--- src/atom_id_translation_table_defines.svh ---
// ---------------------------------------------------------------------------
// Atom id translation table assertion macros
// Shared assertion forms for the translation table checks.
// ---------------------------------------------------------------------------
`ifndef ATOM_ID_TRANSLATION_TABLE_DEFINES_SVH
`define ATOM_ID_TRANSLATION_TABLE_DEFINES_SVH

// Same-cycle implication, disabled during reset.
`define AIDTT_ASSERT_NOW(label, clk, rst, ante, cons) \
  label: assert property (@(posedge clk) disable iff (rst) (ante) |-> (cons)) \
    else $error("%m: same-cycle check failed");

// Next-cycle implication, disabled during reset.
`define AIDTT_ASSERT_NEXT(label, clk, rst, ante, cons) \
  label: assert property (@(posedge clk) disable iff (rst) (ante) |=> (cons)) \
    else $error("%m: next-cycle check failed");

`endif

--- src/aidtt_pkg.sv ---
// ---------------------------------------------------------------------------
// Atom id translation table package
// Sizes, request kinds, controller states and control structs.
// ---------------------------------------------------------------------------
package aidtt_pkg;

  localparam int TABLE_ENTRIES = 256;
  localparam int IDX_W         = $clog2(TABLE_ENTRIES);
  localparam int CNT_W         = $clog2(TABLE_ENTRIES + 1);
  localparam int KEY_W         = 32;
  localparam int NUM_W         = 16;
  localparam int ENTRY_W       = KEY_W + NUM_W;
  localparam logic [NUM_W-1:0] FIRST_NUMBER_RESET = NUM_W'(20000);

  typedef enum logic [1:0] {
    KIND_ADD = 2'd0,
    KIND_FWD = 2'd1,
    KIND_REV = 2'd2,
    KIND_CLR = 2'd3
  } kind_t;

  typedef enum logic [1:0] {
    ST_IDLE,
    ST_SCAN,
    ST_DRAIN,
    ST_FINISH
  } state_t;

  typedef struct packed {
    logic load;
    logic issue;
    logic finish;
  } ctrl_cmd_t;

  typedef struct packed {
    logic is_clear;
    logic issue_done;
    logic rsp_free;
  } dp_status_t;

endpackage

--- src/aidtt_ctrl.sv ---
// ---------------------------------------------------------------------------
// Atom id translation table controller
// Sequences request capture, entry scan, drain and result write.
// ---------------------------------------------------------------------------
module aidtt_ctrl (
  input  logic                   clk,
  input  logic                   rst,
  input  logic                   req_valid,
  output logic                   req_stall,
  input  aidtt_pkg::dp_status_t  status,
  output aidtt_pkg::ctrl_cmd_t   cmd
);

  aidtt_pkg::state_t state;
  aidtt_pkg::state_t state_next;

  always_ff @(posedge clk) begin
    if (rst) begin
      state <= aidtt_pkg::ST_IDLE;
    end else begin
      state <= state_next;
    end
  end

  always_comb begin
    state_next = state;
    cmd        = '0;
    req_stall  = 1'b1;
    unique case (state)
      aidtt_pkg::ST_IDLE: begin
        // hold off requests while in reset
        req_stall = rst;
        if (req_valid && !rst) begin
          cmd.load   = 1'b1;
          state_next = aidtt_pkg::ST_SCAN;
        end
      end
      aidtt_pkg::ST_SCAN: begin
        if (status.is_clear) begin
          state_next = aidtt_pkg::ST_FINISH;
        end else if (status.issue_done) begin
          state_next = aidtt_pkg::ST_DRAIN;
        end else begin
          cmd.issue = 1'b1;
        end
      end
      // last compare has already landed in hit
      aidtt_pkg::ST_DRAIN: begin
        state_next = aidtt_pkg::ST_FINISH;
      end
      aidtt_pkg::ST_FINISH: begin
        // hold until the result register is free
        if (status.rsp_free) begin
          cmd.finish = 1'b1;
          state_next = aidtt_pkg::ST_IDLE;
        end
      end
      default: begin
        state_next = aidtt_pkg::ST_IDLE;
      end
    endcase
  end

endmodule

--- config.mk ---
export PLATFORM = sky130hd
export DESIGN_NAME = aidtt_ctrl
export DESIGN_NICKNAME = d
export VERILOG_FILES = /design/src/atom_id_translation_table_defines.svh /design/src/aidtt_pkg.sv /design/src/aidtt_ctrl.sv
export SDC_FILE = /design/constraint.sdc
export NUM_CORES = 1
export LEC_CHECK = 0
export ABC_AREA = 1
export BUFFER_PORTS_ARGS = -buffer_cell sky130_fd_sc_hd__buf_2
export CAP_MARGIN = 20
export CORE_AREA = 2 2 39 41
export CTS_CLUSTER_DIAMETER = 120
export DETAILED_ROUTE_END_ITERATION = 16
export DIE_AREA = 0 0 41 43
export SLEW_MARGIN = 20
export SYNTH_ARGS = -nofsm -noshare
export SYNTH_HDL_FRONTEND = slang
export SYNTH_SLANG_ARGS = --single-unit
--- constraint.sdc ---
create_clock -name clk -period 0.95 [get_ports clk]
set_input_delay 0.095 -clock clk [delete_from_list [all_inputs] [get_ports clk]]
set_output_delay 0.095 -clock clk [all_outputs]
set_load 0.05 [all_outputs]
==> reports/qor.yml <==
outcome: "finished with violations"
failed_checks: "negative setup slack"
design.die.area_mm2: 0.00176
ys_warn_count: 0
finalHoldViolCount: 0
pin_count_of_the_biggest_net_entering_global_routing: 5
net_count_of_the_mapped_netlist: 43
finish.utilization: 0.361
netlist_instances: 33
numCtsBuffers: 3
fp.dieW_um: 41
synth_seq_cells: 2
fmaxAchievable_mhz: 839
unrepaired_setup_endpoints_after_global_routing: "yes"
synthToLayoutAreaGrowth_pct: 149
first_iter_violations: 0
gpl.final_weighted_congestion: 0.719
tightest_slew_ns: 0.177
synth_sequential_area_ratio: 0.200
dieHeight_um: 43
timing.final.crit_period_ns: 1.19
setup_viol_count_final: 6
cp-end-kind: "output pin"
min_delay_path_class: "primary input to flop"
ff_latch_area_um2: 47.5
critPathMaxStageDelay_ns: 0.36
worst_setup_path_start_kind: "flop"
power_leakage_nw: 0.248
syn-cell-area_um2: 200
setup.worst_path.class: "flop to output pin"
critPathArrivalTime_ns: 1.10
timing.clock.skew_ns: 0.00135
synth_area_per_cell_um2: 6.07
htreeDepth: 1
total_of_buffers_placed_on_input_and_output_ports: 9
grt_antenna_before_repair: 0
power.ir.vdd_worst_v: 0.000890
path_max_fanout: 4
yosysUniqueCellTypes: 9
filler_cell_count: 145
clk_latency_ns: 0.22
cts_sink_count: 2
average_routed_wire_per_standard_cell_um: 7.74
cpLargestDelayFamily: "flip-flops"
initial_utilization: 0.145
final.period_utilization: 1.26
totalPowerFinal_w: 0.00149
num_rows: 14
cts_root_buffer: "sky130_fd_sc_hd__clkbuf_4"
num_io_pins: 10
critical_path.slowest_cell: "sky130_fd_sc_hd__dfxtp_4"
drive_gt1_frac: 0.685
setup_slack_ns: -0.242
ant_diodes: 0
detailroute.via_count: 260
grt_pass1_wl_um: 779
crit_chain: "inv_6 -> ha_4 -> nand2_4 -> clkinvlp_4 -> buf_8"
gr-usage-all-layers: 0.0741
via_count_of_the_first_global_routing_pass: 217
via_per_inst: 3.71
place_worst_setup_slack_ns: -0.142
largest_register_ffs: 2
floorplan.core_area_mm2: 0.00138
detailedRoute.firstPassIterationCount: 1
ant_nets: 0
critPathRequiredTime_ns: 0.85
cellPowerDensity_mw_per_mm2: 2980
drc_errors: 0
place.detailed.hpwl_um: 352
relSlewSlack: 0.882
multi_input_comb_area_um2: 219
globalRoute.totalOverflow: 0
critPathBufInv: 3
routed_wirelength_um: 542
tritoncts: "yes"
largest_registers: "state: 2 flops"
cts.clk_slew.worst_paths_ns: 0.03
tns_ns: -1.07
fin_hold_ws_ns: 0.165
cts.path.max_buffers: 2
cap_violations: 0
register_with_the_most_flip_flops: "state"
fin_nets: 66
report.final.slew_viol_count: 0
postCtsHoldBufs: 0
==> worst register-to-register path, cell delays in order, from the launching register on <==
cell and delay [ns]:
sky130_fd_sc_hd__dfxtp_4 0.36, sky130_fd_sc_hd__inv_6 0.05, sky130_fd_sc_hd__ha_4 0.16, sky130_fd_sc_hd__nand2_4 0.08, sky130_fd_sc_hd__buf_6 0.10, sky130_fd_sc_hd__nand3_4 0.08, sky130_fd_sc_hd__nand2_2 0.06, sky130_fd_sc_hd__nand2_1 0.04
sky130_fd_sc_hd__nor2_1 0.09
==> through the flow <==
stage,area (µm²),std cells
2_1_floorplan,245,33
3_3_place_gp,318,59
3_5_place_dp,318,59
4_1_cts,438,66
5_1_grt,499,70
6_report,499,70
==> where the power goes <==
group          internal, W  switching, W
Clock             0.000139     0.0000434
Sequential        0.000146     0.0000654
Combinational     0.000559      0.000534
==> synth_stat cells <==
| cell | count | area, µm² |
|---|---|---|
| sky130_fd_sc_hd__a21oi_1 | 1 | 5.00 |
| sky130_fd_sc_hd__nand3_2 | 1 | 10.0 |
| sky130_fd_sc_hd__nand2_1 | 11 | 41.3 |
| sky130_fd_sc_hd__nor2_1 | 6 | 22.5 |
| sky130_fd_sc_hd__nand3_1 | 1 | 5.00 |
| sky130_fd_sc_hd__ha_1 | 4 | 50.1 |
| sky130_fd_sc_hd__dfxtp_1 | 2 | 40.0 |
| sky130_fd_sc_hd__inv_1 | 5 | 18.8 |
| sky130_fd_sc_hd__inv_2 | 2 | 7.51 |
==> cell type report <==
cell class | instances | area share
Clock buffer | 3 | 0.0451
Timing Repair Buffer | 18 | 0.306
Multi-Input combinational cell | 24 | 0.439
Tap cell | 16 | 0.0401
Inverter | 7 | 0.0752
Sequential cell | 2 | 0.0952
==> layout by cell type, fill, tap and decap left out <==
master	Yosys	routed
sky130_fd_sc_hd__nand2_2	0	2
sky130_fd_sc_hd__nand2_4	0	1
sky130_fd_sc_hd__buf_6	0	4
sky130_fd_sc_hd__nand2_1	11	7
sky130_fd_sc_hd__nand3_1	1	1
sky130_fd_sc_hd__inv_4	0	1
sky130_fd_sc_hd__nand2_8	0	1
sky130_fd_sc_hd__clkinvlp_4	0	1
sky130_fd_sc_hd__ha_4	0	3
sky130_fd_sc_hd__buf_2	0	5
sky130_fd_sc_hd__inv_2	2	1
sky130_fd_sc_hd__nor2_4	0	1
sky130_fd_sc_hd__buf_4	0	7
sky130_fd_sc_hd__dfxtp_4	0	2
sky130_fd_sc_hd__inv_1	5	3
sky130_fd_sc_hd__clkbuf_4	0	3
sky130_fd_sc_hd__nand3_4	0	1
sky130_fd_sc_hd__a21oi_2	0	1
sky130_fd_sc_hd__inv_6	0	1
sky130_fd_sc_hd__nor2_1	6	5
sky130_fd_sc_hd__buf_8	0	2
sky130_fd_sc_hd__ha_1	4	1
==> per-layer routing <==
metal	GRT usage	vias up	wire length, µm
li1	-	142	-
met1	0.0478	111	209
met2	0.119	7	295
met3	0.0785	0	37
met4	0.0400	0	0
met5	0	-	0
==> logic make-up after synthesis <==
kind of cell | after synthesis | share of synthesized area
adders and majority gates | 4 | 0.250
DFF | 2 | 0.200
AOI/OAI and AO/OA | 1 | 0.0250
buffers and inverters | 7 | 0.131
and+or+nand+nor | 19 | 0.394
==> timing repair <==
action | in CTS | in global routing
gates resized for setup | 18 | 8
pin swaps | 5 | 5
endpoints found under the setup margin | 6 | 6
setup buffers | 4 | 4
==> final timing paths <==
check | from | end | slack (ns) | depth (start not counted)
max | state[1] | cmd[1] | -0.24 | 5
max reg2reg | state[1] | state[0] | -0.13 | 8
min | rst | state[1] | 0.16 | 4
min reg2reg | state[0] | state[0] | 0.65 | 4
Note: power is estimated with default switching activity, not from simulation.
